**config.mk**
```make
export PLATFORM = sky130hd
export DESIGN_NAME = dcr_mul_cell
export DESIGN_NICKNAME = d
export VERILOG_FILES = /design/src/hdl/distance_constraint_relax_top_assert.svh /design/src/hdl/dcr_pkg.sv /design/src/hdl/dcr_mul_cell.sv
export SDC_FILE = /design/constraint.sdc
export NUM_CORES = 1
export LEC_CHECK = 0
export BUFFER_PORTS_ARGS = -buffer_cell sky130_fd_sc_hd__buf_2
export CORE_AREA = 2 2 306 308
export DETAILED_ROUTE_END_ITERATION = 10
export DIE_AREA = 0 0 308 310
export GPL_ROUTABILITY_DRIVEN = 0
export HOLD_SLACK_MARGIN = 0.1
export PLACE_DENSITY = 0.45
export SLEW_MARGIN = 25
export SYNTH_ARGS = -nofsm -noshare
export SYNTH_HDL_FRONTEND = slang
export SYNTH_SLANG_ARGS = --single-unit
```
**constraint.sdc**
```tcl
create_clock -name clk -period 4.5 [get_ports clk]
set_input_delay 0.45 -clock clk [delete_from_list [all_inputs] [get_ports clk]]
set_output_delay 0.45 -clock clk [all_outputs]
set_load 0.1 [all_outputs]
```
**src/hdl/distance_constraint_relax_top_assert.svh**
```systemverilog
// assertion macros used by the top-level design file
`ifndef DISTANCE_CONSTRAINT_RELAX_TOP_ASSERT_SVH
`define DISTANCE_CONSTRAINT_RELAX_TOP_ASSERT_SVH

// same-cycle implication
`define DCR_ASSERT_NOW(lbl, ante, cons) \
  lbl: assert property (@(posedge clk) disable iff (rst) (ante) |-> (cons)) \
    else $error("same-cycle check failed");

// next-cycle implication
`define DCR_ASSERT_NEXT(lbl, ante, cons) \
  lbl: assert property (@(posedge clk) disable iff (rst) (ante) |=> (cons)) \
    else $error("next-cycle check failed");

`endif

```
**src/hdl/dcr_pkg.sv**
```systemverilog
`default_nettype none
package dcr_pkg;

  // length used when both points coincide
  localparam int unsigned TINY_LEN = 7;

  typedef struct packed {
    logic valid;
  } cell_ctl_t;

endpackage
`default_nettype wire

```
**src/hdl/dcr_mul_cell.sv**
```systemverilog
`default_nettype none
module dcr_mul_cell
  import dcr_pkg::*;
#(
  parameter int AW  = 33,
  parameter int MW  = 33,
  parameter int PW  = 66,
  parameter int SW  = 132,
  parameter int BIT = 0
) (
  input  logic          clk,
  input  logic          rst,
  input  logic          en,
  input  cell_ctl_t     in_ctl,
  input  logic [SW-1:0] in_side,
  input  logic [AW-1:0] in_a0,
  input  logic [AW-1:0] in_a1,
  input  logic [MW-1:0] in_m0,
  input  logic [MW-1:0] in_m1,
  input  logic [PW-1:0] in_acc0,
  input  logic [PW-1:0] in_acc1,
  output cell_ctl_t     out_ctl,
  output logic [SW-1:0] out_side,
  output logic [AW-1:0] out_a0,
  output logic [AW-1:0] out_a1,
  output logic [MW-1:0] out_m0,
  output logic [MW-1:0] out_m1,
  output logic [PW-1:0] out_acc0,
  output logic [PW-1:0] out_acc1
);

  logic [PW-1:0] pp0;
  logic [PW-1:0] pp1;

  assign pp0 = in_m0[BIT] ? (PW'(in_a0) << BIT) : '0;
  assign pp1 = in_m1[BIT] ? (PW'(in_a1) << BIT) : '0;

  always_ff @(posedge clk) begin
    if (rst) begin
      out_ctl <= '0;
    end else if (en) begin
      out_ctl <= in_ctl;
    end
  end

  always_ff @(posedge clk) begin
    if (en) begin
      out_side <= in_side;
      out_a0   <= in_a0;
      out_a1   <= in_a1;
      out_m0   <= in_m0;
      out_m1   <= in_m1;
      out_acc0 <= in_acc0 + pp0;
      out_acc1 <= in_acc1 + pp1;
    end
  end

endmodule
`default_nettype wire

```
==> results.ini <==
[status]
status = completed

[synth]
netlist_area_sq_um = 17640
synth_edf_count = 396
synth_warnings = 0
syn_nets = 1710
syn-instance-count = 1242
yosysTopAreaCell = edfxtp_1
synth-seq-cells = 397
yosysUniqueCellTypes = 83
yosysTopAreaCellShare_pct = 67.42
synthTopCellsByArea = edfxtp_1 67%, ha_1 4.7%, xnor2_1 3.2%
ys_seq_area_share_pct = 67.53
async_reset_ff_share_pct = 0
synthFlopType = edfxtp_1
synth.avg_cell_area_sq_um = 14.20

[setup_path]
cp_max_fo = 11
crit_type = input pin to flip-flop
startpoint_type = input pin
r2r-start = out_ctl
worstPathRequired_ps = 4850
cp.arrival_ps = 4010
worst_setup_path_end_kind = flip-flop
startpoint = in_a1[0]

[clock_tree]
cts_buffers = 50
root_buffer = clkbuf_16
cts_sinks = 397
htree_num_levels = 2
cts_tree = yes
worst_skew_pair.late_latency_ps = 610
clk_path_buf_depth = 3
cts.clk_slew.worst_paths_ps = 50

[sta]
relSlewSlack_pct = 43.91
setup_viol = 0
rsz0062_at_grt = false
maxSlewViolCount = 0
fin_skew_ps = 0
fin_setup_tns_ps = 0
fin_crit_ps = 3659
worst_pin_slew_ps = 841.3
fmax_ghz = 0.2733
final_min_period_over_clock_period_pct = 81.31
final_hold_viol_count = 0

[floorplanning]
start_util_pct = 19.07
core_sq_um = 92490
die_x_um = 308
dieHeight_um = 310
die-area_sq_um = 95480
pin_count = 797
rows = 112

[detailed_routing]
vias = 14751
ant_nets = 0
wl_per_cell_um = 20.13
dr.pass1.iters = 5
drtIter0Drc = 1004
vias_per_cell = 4.124
drc = 0
wirelength_um = 72020

[power_and_ir_drop]
p_leak_nw = 11.51
peakVddDrop_mv = 0.3196
power_w = 0.01257
power_density_nw_per_um2 = 458.3

[grt]
grt_pass1_vias = 15252
grt_first_pass_wirelength_um = 99720
grt.overflow.total = 0
grt_use_total_pct = 14.15
grt_antenna_before_repair = 13
grt_max_degree = 89

[finish]
area_growth_pct = 55.51
layout_common_cells = 795 x buf_2, 396 x edfxtp_1, 269 x dlygate4sd3_1, 73 x and2_1, 72 x a21oi_1
drive_gt1_share_pct = 38.64
layout_commonest_cell = buf_2
fin_nets = 2807
postLayoutCoreUtil_pct = 29.66
fin_cells = 3577

[flow_run]
cap_violations = 0

[place]
hpwl_um = 56980
port_buffers = 796
place_inst = 3215

[worst_hold_path]
hold_class = input pin to flip-flop
hold_start = in_acc1[0]

[layer usage]
metal  wire (um)  part of all wire [%]  global-route usage [%]
met3        6741                   9.4                   4.999
met2       35990                    50                   24.83
met5          49                 0.068                       0
met4        2246                   3.1                   5.082
met1       26990                    37                   15.80
[worst paths after layout]
path	endpoint	slack, ps	depth (start not counted)
max	out_acc1[46]	840	14
min	out_acc1[0]	160	2
max reg2reg	out_ctl	3360	3
min reg2reg	out_ctl	1040	3
[per-stage QoR]
stage	hold slack, ps	cell area (sq um)	worst slack, ps
detailed placement	502.0	23120	526.5
global route	117.0	27430	676.4
floorplan	522.4	17640	1319
finish	157.4	27430	841.2
global placement	468.3	23120	628.7
CTS	100.4	27420	884.9
[cell families (layout without fill, tap and decap cells)]
family	Yosys count	after routing	synth area share, %
compound gates	221	221	8.300
xor+xnor	123	123	6.108
fa+ha+maj	68	68	4.909
buf+inv	56	1190	1.326
flops	397	397	67.53
mux	2	2	0.1135
other cells	0	4	0
simple gates	375	375	11.71
[flip-flops by register name, summed over array words and instances, names as in the netlist]
name      count
out_a1       33
out_ctl       1
out_acc1     66
out_side    132
out_acc0     66
out_m0       33
out_m1       33
out_a0       33
[synth_stat cells, types with 4 or more instances]
| cell type | number |
|---|---|
| a211oi_1 | 6 |
| a21o_1 | 28 |
| a21oi_1 | 72 |
| a31oi_1 | 10 |
| and2_1 | 73 |
| and3_1 | 19 |
| and4_1 | 7 |
| buf_2 | 6 |
| clkbuf_1 | 22 |
| edfxtp_1 | 396 |
| ha_1 | 66 |
| inv_1 | 25 |
| nand2_1 | 70 |
| nand2b_1 | 10 |
| nand3_1 | 44 |
| nand4_1 | 27 |
| nor2_1 | 67 |
| nor2b_1 | 8 |
| nor3_1 | 12 |
| nor3_2 | 5 |
| o211ai_1 | 6 |
| o21a_1 | 4 |
| o21ai_0 | 38 |
| o21ai_1 | 6 |
| o21bai_1 | 8 |
| o31a_1 | 4 |
| or2_2 | 4 |
| xnor2_1 | 65 |
| xor2_1 | 58 |
[timing repair]
action,CTS,global route
gates resized for setup,0,0
buffers inserted,0,0
hold buffers,269,0
endpoints found under the hold margin,268,0
[report_power, final]
group,leakage [nW],internal (W),switching [W]
registers,3.88,0.00447,0.000104
logic,6.84,0.000742,0.00322
clock network,0.779,0.00233,0.00170
[critical path: stages]
cell           delay, ps
dlygate4sd3_1        530
buf_2                110
and2_1               120
ha_1                 200
inv_1                 70
fa_1                 390
and2b_1              230
o2111ai_1            130
a21bo_1              260
a21oi_2              240
a41o_2               340
a41oi_2              450
nand2b_1             340
xnor2_1              130
[area by class of cell]
| type | count | area [sq um] |
|---|---|---|
| fill | 9440 | 65060 |
| sequential | 397 | 11910 |
| inverter | 25 | 93.84 |
| clock buffer | 57 | 1277 |
| timing repair buffer | 1076 | 6819 |
| tap | 1197 | 1498 |
| antenna | 4 | 10.01 |
| multi-input combinational | 789 | 5493 |
| clock inverter | 32 | 326.6 |
Note: power is estimated with default switching activity, not from simulation.
