<file path="config.mk">
export PLATFORM = sky130hd
export DESIGN_NAME = dcr_sqrt_cell
export DESIGN_NICKNAME = d
export VERILOG_FILES = /design/src/hdl/distance_constraint_relax_top_assert.svh /design/src/hdl/dcr_pkg.sv /design/src/hdl/dcr_sqrt_cell.sv
export SDC_FILE = /design/constraint.sdc
export NUM_CORES = 1
export LEC_CHECK = 0
export BUFFER_PORTS_ARGS = -buffer_cell sky130_fd_sc_hd__buf_2
export CAP_MARGIN = 20
export CELL_PAD_IN_SITES_DETAIL_PLACEMENT = 1
export CELL_PAD_IN_SITES_GLOBAL_PLACEMENT = 1
export CORE_AREA = 2 2 230 232
export DETAILED_ROUTE_END_ITERATION = 8
export DIE_AREA = 0 0 232 234
export PLACE_DENSITY_LB_ADDON = 0.1
export SLEW_MARGIN = 20
export SYNTH_ARGS = -nofsm -noshare
export SYNTH_HDL_FRONTEND = slang
export SYNTH_SLANG_ARGS = --single-unit
</file>
<file path="constraint.sdc">
create_clock -name clk -period 5.95 [get_ports clk]
set_input_delay 0.8925 -clock clk [delete_from_list [all_inputs] [get_ports clk]]
set_output_delay 0.8925 -clock clk [all_outputs]
set_load 0.01 [all_outputs]
</file>
<file path="src/hdl/distance_constraint_relax_top_assert.svh">
// assertion macros used by the top-level design file
`ifndef DISTANCE_CONSTRAINT_RELAX_TOP_ASSERT_SVH
`define DISTANCE_CONSTRAINT_RELAX_TOP_ASSERT_SVH

// same-cycle implication
`define DCR_ASSERT_NOW(lbl, ante, cons) \
  lbl: assert property (@(posedge clk) disable iff (rst) (ante) |-> (cons)) \
    else $error("same-cycle check failed");

// next-cycle implication
`define DCR_ASSERT_NEXT(lbl, ante, cons) \
  lbl: assert property (@(posedge clk) disable iff (rst) (ante) |=> (cons)) \
    else $error("next-cycle check failed");

`endif

</file>
<file path="src/hdl/dcr_pkg.sv">
`default_nettype none
package dcr_pkg;

  // length used when both points coincide
  localparam int unsigned TINY_LEN = 7;

  typedef struct packed {
    logic valid;
  } cell_ctl_t;

endpackage
`default_nettype wire

</file>
<file path="src/hdl/dcr_sqrt_cell.sv">
`default_nettype none
module dcr_sqrt_cell
  import dcr_pkg::*;
#(
  parameter int RW  = 33,
  parameter int SW  = 198,
  parameter int BIT = 0
) (
  input  logic            clk,
  input  logic            rst,
  input  logic            en,
  input  cell_ctl_t       in_ctl,
  input  logic [SW-1:0]   in_side,
  input  logic [2*RW-1:0] in_rem,
  input  logic [RW-1:0]   in_root,
  output cell_ctl_t       out_ctl,
  output logic [SW-1:0]   out_side,
  output logic [2*RW-1:0] out_rem,
  output logic [RW-1:0]   out_root
);

  localparam int RMW = 2 * RW;

  logic [RMW-1:0] trial;
  logic           ge;

  // (root + 2^k)^2 - root^2
  assign trial = (RMW'(in_root) << (BIT + 1)) | (RMW'(1) << (2 * BIT));
  assign ge    = in_rem >= trial;

  always_ff @(posedge clk) begin
    if (rst) begin
      out_ctl <= '0;
    end else if (en) begin
      out_ctl <= in_ctl;
    end
  end

  always_ff @(posedge clk) begin
    if (en) begin
      out_side <= in_side;
      out_rem  <= ge ? in_rem - trial : in_rem;
      out_root <= ge ? (in_root | (RW'(1) << BIT)) : in_root;
    end
  end

endmodule
`default_nettype wire

</file>
==> impl_metrics.yaml <==
pwr:
  power.share.combinational: 0.145
  power.leakage_nw: 7.29
  total_power_w: 0.00575
  clkPwrFrac: 0.406
  power.switching_fraction: 0.260
  share_seq_of_total_power: 0.448
  highest_ir_drop_seen_on_vdd_v: 0.000143
  internal_power_w: 0.00426
  power.net_switching_w: 0.00149
  pwr_cell_area_nw_per_um2: 329
route:
  drc: 0
  ant_nets: 0
  post_drt_via_cell_ratio: 4.46
  routed_wire_length_per_instance_um: 24.4
  drt_first_pass_iters: 4
  detail_route.iter0.violations: 441
  routed-via-count: 9779
  detail_route.wirelength_mm: 53.5
worst_hold_path:
  holdPathEnd: "out_ctl"
  worstHoldStart: "rst"
  worst_hold_path.num_cells: 2
  hold_path.class: "input port to flip-flop"
placed_design:
  numPortBuffers: 598
  place_hpwl_mm: 42.9
  globalplace.congestion: 0.915
sta:
  relSlewSlack: 0.256
  worstMarginPinSlew_ns: 1.12
  final_min_period_over_clock_period: 0.688
  final.hold.worst_slack_ns: 0.502
  totalNegativeSetupSlack_ns: 0
  drv_slew: 0
  grt_setup_unrepaired: "false"
  finalClockSkew_ns: 0
  final-setup-viol-count: 0
  final_critical_period_ns: 4.09
  clock.fmax_mhz: 244
  hold_viol_final: 0
global_route:
  grt_pass1_vias: 9923
  global_route.usage.total: 0.188
  grt_start_max_net_pins: 150
  grt_antenna_before_repair: 16
  grt_pass1_wl_mm: 73.2
  grt-ovfl-total: 0
worst_setup_path:
  worst-r2r-setup-slack_ns: 5.36
  cp_slowest_stage_delay_ns: 0.85
  maximum_fanout_encountered_on_the_critical_timing_path: 11
  crit-reg2reg-capture: "out_ctl"
  endpoint_kind: "flip-flop"
  setup.worst_path.class: "input port to flip-flop"
  worstSetupStartpointType: "input port"
  critPathSlowestCell: "a21oi_1"
  worst_r2r_path_depth: 2
  worstPathCellList: "buf_2, inv_1, ha_1, a211oi_1, o21ai_0, a211oi_1, a21oi_1, a21o_1, a21oi_1, nand4b_1, xnor2_1"
  worstPathBufferInverterCount: 2
  data_required_critical_path_ns: 6.23
  critPathTopFamily: "compound AO/OA/AOI/OAI gates"
  worstPathArrival_ns: 4.37
  worst_r2r_startpoint: "out_ctl"
final_layout:
  finalNetCount: 1806
  syn2layout_area_growth_pct: 40.5
  drive_above_1_share: 0.453
  finalCoreUtilization: 0.336
logic_synthesis:
  ys_top_cells_by_count: "edfxtp_1 (297), a21oi_1 (74), nor2_1 (55), nand2_1 (52), inv_1 (44)"
  synthMuxAreaShare: 0.00261
  synth.area.top_cells: "edfxtp_1 (72%), ha_1 (3.4%), a21oi_1 (3.0%)"
  synth-adder-area-share: 0.0358
  synth_xor_area_frac: 0.0408
  main_combinational_cell_family_by_area_after_synthesis: "simple AND/OR/NAND/NOR gates"
  synth_enable_flop_cells: 297
  ys.warnings.count: 0
  synth-async-reset-ratio: 0
  synth_nets: 1195
  post_synthesis_mean_instance_area_um2: 14.5
  synth.distinct_cells: 60
  syn-cell-area_um2: 12400
  synthMostInstantiatedCell: "edfxtp_1"
  synthesis.instances: 859
  postSynth.topFlopCell: "edfxtp_1"
  synth_seq_cells: 298
  synth.top_cell.area_share: 0.717
  synth.yosys.seq_area_share: 0.718
  synth_compound_area_frac: 0.0885
  synth_top_area_cell: "edfxtp_1"
  post_synth_and_or_nand_nor_area_fraction: 0.0890
die:
  initial_utilization: 0.239
  top_level_ports: 599
  die_width_um: 232
  floorplan.rows: 84
  core-area_um2: 52000
  die_area_um2: 54300
  die_height_um: 234
flow_run:
  drv.max_cap_violation_count: 0
clock_tree:
  cts_hold_repair.buffers: 0
  post-cts-setup-buffer-count: 0
  cts.repair.resized: 0
  cts_max_level: 2
  clock_sink_count: 298
  cts.clk_slew.worst_paths_ns: 0.06
  cts.path.max_buffers: 3
  tritoncts.num_buffers: 37
  clk_latency_ns: 0.54
  cts_root_buffer: "clkbuf_16"
  cts_tree: "done"
outcome:
  outcome: "finished, final reports clean"
## layout make-up
class / instances / area (um^2)
Inverter: 44 / 165
Fill cell: 5765 / 34500
Antenna cell: 9 / 22.5
Clock buffer: 43 / 948
Timing Repair Buffer: 604 / 3060
Tap cell: 688 / 861
Sequential cell: 298 / 8940
Clock inverter: 24 / 282
Multi-Input combinational cell: 485 / 3210
## registers in the layout (all words and copies together), names as in the netlist
register  cells
out_side    198
out_ctl       1
out_root     33
out_rem      66
## worst register-to-register path: cells and delay by family (launching register included)
family,cells,cell delay (ns)
and+or+nand+nor,1,0.05
muxes,1,0.12
DFF,1,0.31
## logic make-up (layout without fill, tap and decap cells)
family	after synthesis	in the layout
AOI/OAI and AO/OA	175	175
DFF	298	298
adders and majority gates	35	35
muxes	3	3
xor gates and xnor gates	58	58
buffers and inverters	76	715
other	0	9
and+or+nand+nor	214	214
## stage by stage
stage / setup slack, ns / std cells / area, um^2
floorplan: 2.26 / 859 / 12400
global placement: 1.35 / 2119 / 16200
detailed placement: 1.21 / 2119 / 16200
CTS: 1.80 / 2186 / 17500
global route: 1.54 / 2186 / 17500
finish: 1.86 / 2195 / 17500
## metal layers
| layer | up-vias | track usage | wire length, um |
|---|---|---|---|
| met4 | 6 | 0.0423 | 946 |
| met1 | 4850 | 0.230 | 21200 |
| met3 | 66 | 0.0473 | 3760 |
| li1 | 4504 | - | - |
| met2 | 353 | 0.335 | 27600 |
| met5 | - | 0 | 37 |
## worst max-delay path by stage
stage	startpoint	endpoint	slack (ns)	cells past startpoint
floorplan	in_root[29]	out_rem[50]	2.26	12
global placement	in_rem[11]	out_rem[28]	1.35	9
detailed placement	in_rem[11]	out_rem[28]	1.21	9
CTS	in_rem[11]	out_rem[28]	1.80	9
global route	in_root[0]	out_rem[45]	1.54	11
finish	in_root[0]	out_rem[63]	1.86	11
## power by group through the flow
| stage | combinational (W) | sequential (W) | clock (W) |
|---|---|---|---|
| final | 0.000834 | 0.00258 | 0.00234 |
| after global routing | 0.000909 | 0.00260 | 0.00248 |
| after CTS | 0.000854 | 0.00258 | 0.00242 |
| after detailed placement | 0.000849 | 0.00262 | 0 |
| after global placement | 0.000848 | 0.00262 | 0 |
| after floorplan | 0.000248 | 0.00272 | 0 |
## layout by cell type, fill, tap and decap left out, types with 5 or more instances in the layout
| cell | count |
|---|---|
| clkinv_2 | 9 |
| xnor2_1 | 35 |
| o21ai_0 | 21 |
| and3_1 | 5 |
| buf_2 | 597 |
| bufinv_16 | 6 |
| diode_2 | 9 |
| o21ai_1 | 5 |
| buf_4 | 5 |
| or3_1 | 9 |
| inv_1 | 44 |
| edfxtp_1 | 297 |
| a211oi_1 | 11 |
| nand3_1 | 19 |
| o211ai_1 | 6 |
| xor2_1 | 23 |
| nand2_1 | 51 |
| a21o_1 | 9 |
| o21a_1 | 10 |
| clkbuf_1 | 6 |
| clkbuf_16 | 37 |
| nor3_1 | 11 |
| nor2_1 | 55 |
| nand4_1 | 20 |
| a31oi_1 | 5 |
| o21bai_1 | 8 |
| a21oi_1 | 73 |
| nor4_1 | 11 |
| ha_1 | 34 |
Note: power is estimated with default switching activity, not from simulation.
