==> config.mk <==
export PLATFORM = sky130hd
export DESIGN_NAME = dcr_div_cell
export DESIGN_NICKNAME = d
export VERILOG_FILES = /design/src/hdl/distance_constraint_relax_top_assert.svh /design/src/hdl/dcr_pkg.sv /design/src/hdl/dcr_div_cell.sv
export SDC_FILE = /design/constraint.sdc
export NUM_CORES = 1
export LEC_CHECK = 0
export ABC_AREA = 1
export BUFFER_PORTS_ARGS = -buffer_cell sky130_fd_sc_hd__buf_4
export CAP_MARGIN = 30
export CORE_AREA = 2 2 286 288
export DETAILED_ROUTE_END_ITERATION = 6
export DIE_AREA = 0 0 288 290
export SYNTH_ARGS = -nofsm -noshare
export SYNTH_HDL_FRONTEND = slang
export SYNTH_SLANG_ARGS = --single-unit
==> constraint.sdc <==
create_clock -name clk -period 3.1 [get_ports clk]
set_input_delay 0.775 -clock clk [delete_from_list [all_inputs] [get_ports clk]]
set_output_delay 0.775 -clock clk [all_outputs]
set_load 0.1 [all_outputs]
==> src/hdl/distance_constraint_relax_top_assert.svh <==
// assertion macros used by the top-level design file
`ifndef DISTANCE_CONSTRAINT_RELAX_TOP_ASSERT_SVH
`define DISTANCE_CONSTRAINT_RELAX_TOP_ASSERT_SVH

// same-cycle implication
`define DCR_ASSERT_NOW(lbl, ante, cons) \
  lbl: assert property (@(posedge clk) disable iff (rst) (ante) |-> (cons)) \
    else $error("same-cycle check failed");

// next-cycle implication
`define DCR_ASSERT_NEXT(lbl, ante, cons) \
  lbl: assert property (@(posedge clk) disable iff (rst) (ante) |=> (cons)) \
    else $error("next-cycle check failed");

`endif

==> src/hdl/dcr_pkg.sv <==
`default_nettype none
package dcr_pkg;

  // length used when both points coincide
  localparam int unsigned TINY_LEN = 7;

  typedef struct packed {
    logic valid;
  } cell_ctl_t;

endpackage
`default_nettype wire

==> src/hdl/dcr_div_cell.sv <==
`default_nettype none
module dcr_div_cell
  import dcr_pkg::*;
#(
  parameter int NW  = 68,
  parameter int DW  = 35,
  parameter int QW  = 33,
  parameter int SW  = 132,
  parameter int BIT = 0
) (
  input  logic          clk,
  input  logic          rst,
  input  logic          en,
  input  cell_ctl_t     in_ctl,
  input  logic [SW-1:0] in_side,
  input  logic [DW-1:0] in_d,
  input  logic [NW-1:0] in_rem0,
  input  logic [NW-1:0] in_rem1,
  input  logic [QW-1:0] in_q0,
  input  logic [QW-1:0] in_q1,
  output cell_ctl_t     out_ctl,
  output logic [SW-1:0] out_side,
  output logic [DW-1:0] out_d,
  output logic [NW-1:0] out_rem0,
  output logic [NW-1:0] out_rem1,
  output logic [QW-1:0] out_q0,
  output logic [QW-1:0] out_q1
);

  logic [NW-1:0] trial;
  logic          ge0;
  logic          ge1;

  assign trial = NW'(in_d) << BIT;
  assign ge0   = in_rem0 >= trial;
  assign ge1   = in_rem1 >= trial;

  always_ff @(posedge clk) begin
    if (rst) begin
      out_ctl <= '0;
    end else if (en) begin
      out_ctl <= in_ctl;
    end
  end

  always_ff @(posedge clk) begin
    if (en) begin
      out_side <= in_side;
      out_d    <= in_d;
      out_rem0 <= ge0 ? in_rem0 - trial : in_rem0;
      out_rem1 <= ge1 ? in_rem1 - trial : in_rem1;
      out_q0   <= ge0 ? (in_q0 | (QW'(1) << BIT)) : in_q0;
      out_q1   <= ge1 ? (in_q1 | (QW'(1) << BIT)) : in_q1;
    end
  end

endmodule
`default_nettype wire

==> metrics, run 1 <==
outcome=finished clean; Leak=around 15 nW; Hold WC Path Type=in -> reg; first-pass GRT wire length=~160,000 um; Final HPWL DP=102,000 um; syn_area_per_cell=8.68 sq um; Rel. slew slack=0.635; Worst Setup SP=in_d[9]; Initial DRC Count=approximately 1.6k; root buffer cell=clkbuf_16; GRT Util Overall=0.276; Routability Congestion=between 0.9 and 1; global route overflow=0; number of nets in the layout=roughly 4.0k; chip width=about 290 um; Min Hold Slack=approximately 0.32 ns; Port-buffer cells=742; Tmin final=between 2 and 3 ns; Final Non-Filler Cells=~4.6k; period utilisation layout=0.894; cell area after synthesis=21,100 sq um; syn nets=2,872; PnR worst setup slack=approximately 0.33 ns; CTS H-tree depth=2; vias in the first global route=21.0k; crit path kind=in -> reg; post-synth top area share=0.526; synth unique cells=41; placed cell count=4,524; maximum vdd drop=0.530 mV; number of antenna violations at the first check in global routing=25; Slew @ Worst Pin=approximately 0.54 ns; CP bufs+invs=4; Area growth, synth to finish=51.5%; # DRC=0; FF+latch area=11,100 sq um; worst path cell trace=buf_4, inv_1, ha_1, nand2_1, nand2_1, buf_4, a21oi_1, nand3_1, nand2_1, nand2_1, nand2_1, nand2_1, buf_4, nand2_1, nand2_1, o21ai_0; Clock Skew=0 ns; Via density=about 4.6; Core Footprint=approximately 80,000 sq um; Die Area=between 80,000 and 90,000 sq um; Worst Setup Start Kind=input port; # hold bufs at CTS=0; Crit path top cell by count=nand2_1; EDFF count, synth=around 370; final wirelength=119,000 um; most frequent cells after synthesis=nand2_1 (758), edfxtp_1 (369), inv_1 (356); Slew Viols, Final=0; layout cells sized above 1=0.349; worst endpoint data arrival time=between 3 and 4 ns; f_max=approximately 360 MHz; CP peak stage delay=between 0.3 and 0.4 ns; Synth Instances=approximately 2.4k; TritonRoute pass-1 iters=6; Crit-path slowest cell=ha_1; pre-CTS setup slack=-0.267 ns; Num CTS Buffers=47; top cells by area, synth=edfxtp_1 (53%), nand2_1 (14%), inv_1 (6.3%), nor2_1 (4.9%), ha_1 (4.2%); top_reg_cell synth=edfxtp_1; P per Cell Area=about 600 nW/um^2; flops & latches, synth=370; Final setup viols=0; worst reg2reg setup slack=about 2.5 ns; Max Cap Violations=0; Async SR Flop Fraction=0; Yosys Warn Count=0; final hold violation count=0; # IOs=between 700 and 800; WP data required=roughly 3.5 ns; Top delay family on crit path=simple AND/OR/NAND/NOR gates; most instantiated library cell after synthesis=nand2_1; post_cts resized=0; DR WL/cell=~26 um; crit path max fanout=4; DR vias=about 21k; FP Rows=104; fill cell count=8,294; hold_sp=rst; sequential-to-total area share from yosys stat=0.527; RSZ-0062 raised after global routing=false; largest net degree at the start of global routing=just under 70; ANT nets after route=0; largest area contributor in the synthesized netlist=edfxtp_1; clk buf depth=3; Clock Sinks=370; Reg2Reg Launch Point=out_ctl$_SDFFE_PP0P_; setup bufs post-CTS=0; multi-input logic area=around 8400 sq um; clk_lat worst skew=just over 0.6 ns; initial core utilization=0.263; Worst Setup End Kind=register; CTS tree=built; die height=roughly 290 um; clk slew on worst S/H paths=roughly 0.060 ns; total chip power=approximately 19 mW
## registers in the layout, indices dropped and copies added (netlist names)
signal and cells:
out_ctl 1, out_d 35, out_q0 33, out_q1 33
out_rem0 68, out_rem1 68, out_side 132
## placed cells by master (no fill, tap or decap), types with 3 or more instances in the layout
cell	Yosys	final
a21boi_0	7	7
a21o_1	3	3
a21oi_1	90	90
a21oi_2	55	55
buf_12	0	14
buf_4	0	1044
bufinv_16	0	6
clkbuf_1	1	5
clkbuf_16	0	48
clkinv_1	0	10
clkinv_2	0	6
clkinvlp_4	0	4
diode_2	0	7
edfxtp_1	369	369
ha_1	70	70
inv_1	356	356
inv_2	6	5
inv_6	0	3
nand2_1	758	758
nand3_1	94	94
nand3_2	3	3
nand3b_1	5	5
nand4_1	44	44
nor2_1	274	274
nor2_2	8	8
nor2b_1	4	4
nor3_1	42	42
nor4_1	6	6
o21ai_0	66	66
o21ai_1	26	26
o21ai_2	30	30
o21bai_1	9	9
or2_2	4	4
xnor2_1	52	52
xor2_1	9	9
## logic make-up (layout without fill, tap and decap cells)
| logic type | count (synthesis) | after routing | synth area share |
|---|---|---|---|
| fa+ha+maj | 72 | 72 | 0.0435 |
| other cells | 0 | 7 | 0 |
| flops | 370 | 370 | 0.527 |
| xor+xnor | 61 | 61 | 0.0254 |
| buf+inv | 384 | 1506 | 0.0749 |
| simple gates | 1248 | 1248 | 0.241 |
| mux | 1 | 1 | 0.000475 |
| compound gates | 291 | 291 | 0.0872 |
## metrics by stage
step                instance area, sq um  setup TNS (ns)   util
finish                             31900               0  0.398
detailed placement                 30300          -18.39  0.378
floorplan                          21100               0      -
CTS                                31900               0  0.398
global route                       31900               0  0.398
global placement                   30300          -18.00  0.378
## power breakdown
part           internal, mW  leakage, nW  switching [mW]
Combinational          1.78         10.2            5.37
Clock                  3.36        0.761            2.42
Sequential             6.09         3.62           0.221
Total                  11.2         14.6            8.01
## metal layers
metal	vias to the layer above	part of all wire	global-route usage
met5	-	0.0016	0
met2	832	0.48	0.466
met4	28	0.025	0.0698
met3	134	0.082	0.0787
li1	10163	-	-
met1	10171	0.41	0.345
## area by class of cell
class                   instances  area share
repair buffers               1059       0.255
flip-flops and latches        370       0.348
well taps                    1060      0.0416
clock inverters                32      0.0115
multi-input cells            1673       0.263
clock buffers                  53      0.0382
inverters                     362      0.0426
diodes                          7    0.000549
## path summary, 6_finish.rpt
kind | end | depth (start not counted)
setup / recovery | out_rem0[34]$_DFFE_PP_ | 16
hold / removal | out_ctl$_SDFFE_PP0P_ | 2
setup reg to reg | out_ctl$_SDFFE_PP0P_ | 2
hold reg to reg | out_ctl$_SDFFE_PP0P_ | 2
Note: power is estimated with default switching activity, not from simulation.
==> run 2: changes to the inputs <==
--- a/config.mk
+++ b/config.mk
@@ -6,11 +6,13 @@
 export NUM_CORES = 1
 export LEC_CHECK = 0
 export ABC_AREA = 1
+export ABC_CLOCK_PERIOD_IN_PS = 3100
 export BUFFER_PORTS_ARGS = -buffer_cell sky130_fd_sc_hd__buf_4
 export CAP_MARGIN = 30
 export CORE_AREA = 2 2 286 288
 export DETAILED_ROUTE_END_ITERATION = 6
 export DIE_AREA = 0 0 288 290
+export RECOVER_POWER = 50
 export SYNTH_ARGS = -nofsm -noshare
 export SYNTH_HDL_FRONTEND = slang
 export SYNTH_SLANG_ARGS = --single-unit
==> metrics, run 2 (synthesis gave the netlist of run 1 again) <==
max reg flops=132; first-pass GRT wire length=between 150,000 and 200,000 um; CP peak stage delay=approximately 0.35 ns; placed cell count=roughly 4.5k; final wirelength=between 100,000 and 150,000 um; fill cell count=roughly 8.4k; Rel. slew slack=0.0636; clock power share=0.301; Min Hold Slack=0.316 ns; final hold violation count=0; global route overflow=0; Leak=around 14 nW; TritonRoute pass-1 iters=5; ANT nets after route=0; Final Non-Filler Cells=4,620; clk slew on worst S/H paths=0.06 ns; maximum vdd drop=approximately 0.53 mV; GRT Util Overall=0.276; multi-input logic area=around 8400 sq um; Sw Ratio=0.417; Clock Skew=0 ns; worst endpoint data arrival time=approximately 3.2 ns; Util after Layout=0.395; WP data required=approximately 3.5 ns; clk_lat worst skew=between 0.6 and 0.7 ns; setup bufs post-CTS=0; DR vias=about 21k; die height=290 um; Area growth, synth to finish=50.3%; Final setup viols=0; final instance area=~32,000 sq um; chip width=approximately 290 um; # IOs=743; most common cell after layout, fill and taps aside=buf_4; sequential share of power=0.329; DP Area=roughly 30,000 sq um; FF+latch area=11,100 sq um; Crit path top cell by count=nand2_1; crit path max fanout=25; Worst Setup End Kind=register; RSZ-0062 raised after global routing=false; layout cells sized above 1=0.332; Worst Setup Start Kind=input port; Comb power frac=0.370; number of nets in the layout=3,958; Max Cap Violations=0; Via density=approximately 4.6; Slew Viols, Final=0; Core Footprint=around 80,000 sq um; Slew @ Worst Pin=1.40 ns; post_cts resized=0; vias in the first global route=around 21k; worst path cell trace=clkbuf_1, inv_1, ha_1, a21oi_1, o21ai_0, nand2_1, nand2_1, nand3b_1, nand2_1, nand3_2, inv_2, buf_4, buf_4, o21ai_2; CTS tree=built; clk buf depth=3; # DRC=0; Routability Congestion=between 0.9 and 1; top flop regs=out_side (132), out_rem0 (68), out_rem1 (68); Clock Sinks=370; initial core utilization=0.263; Port-buffer cells=742; outcome=finished clean; Tmin final=2.85 ns; crit path kind=in -> reg; # hold bufs at CTS=0; f_max=between 300 and 400 MHz; total chip power=19.2 mW; largest net degree at the start of global routing=69; CTS H-tree depth=2; Final HPWL DP=102,000 um; FP Rows=roughly 100; period utilisation layout=0.919; Largest Register=out_side; number of antenna violations at the first check in global routing=26; Hold WC Path Type=in -> reg; Psw=roughly 8.0 mW; DR WL/cell=~26 um; internal power=11.2 mW; Crit-path slowest cell=ha_1; Initial DRC Count=1,727; P per Cell Area=606 nW/um^2; root buffer cell=clkbuf_16; most frequent cells in the layout=buf_4 (807), nand2_1 (758), edfxtp_1 (369), inv_1 (356), nor2_1 (274); Num CTS Buffers=47; Die Area=83,500 sq um
==> run 2: cell count changes in the layout (fill, tap and decap cells not counted) <==
cell | before | now
clkbuf_1 | 5 | 64
diode_2 | 7 | 11
buf_8 | 1 | 0
buf_4 | 1044 | 807
clkbuf_2 | 0 | 1
buf_12 | 14 | 11
clkbuf_4 | 0 | 181
==> run 2: stage by stage <==
stage	TNS [ns]	worst slack, ns
6_report	0	0.251
5_1_grt	0	0.0709
4_1_cts	0	0.350
3_5_place_dp	-18.39	-0.267
3_3_place_gp	-18.00	-0.278
2_1_floorplan	0	0.324
==> run 2: final timing paths <==
path | startpoint | endpoint | slack [ns] | cells after the start
hold / removal | rst | out_ctl$_SDFFE_PP0P_ | 0.32 | 2
setup / recovery | in_d[13] | out_rem1[19]$_DFFE_PP_ | 0.25 | 14
setup reg to reg | out_ctl$_SDFFE_PP0P_ | out_ctl$_SDFFE_PP0P_ | 2.49 | 2
hold reg to reg | out_ctl$_SDFFE_PP0P_ | out_ctl$_SDFFE_PP0P_ | 0.53 | 2
==> run 2: layout make-up <==
class	count	share of cell area
sequential	370	0.351
multi-input combinational	1673	0.265
timing repair buffer	1059	0.249
inverter	362	0.0430
tap	1060	0.0419
clock buffer	53	0.0386
clock inverter	32	0.0116
antenna	11	0.000870
==> run 2: power groups by stage <==
stage / Combinational, mW / Clock [mW] / Sequential [mW]
6_report: 7.10 / 5.77 / 6.31
5_1_grt: 7.36 / 6.10 / 6.35
4_1_cts: 7.18 / 5.92 / 6.31
3_5_place_dp: 7.15 / 0 / 6.39
3_3_place_gp: 7.15 / 0 / 6.41
2_1_floorplan: 1.13 / 0 / 9.75
==> run 2: critical path, delay by kind of cell <==
family / cells / cell delay [ns]
AO/OA/AOI/OAI: 3 / 0.45
buffers and inverters: 5 / 1.10
adder cells (fa/ha/maj): 1 / 0.35
AND/OR/NAND/NOR: 5 / 0.52
==> run 2: routing by layer <==
metal / track usage / routed length [um] / vias up
met5: 0 / 176 / -
met4: 0.0698 / 3100 / 28
met3: 0.0787 / 9780 / 136
met2: 0.466 / 56700 / 846
met1: 0.345 / 48600 / 10195
li1: - / - / 10165
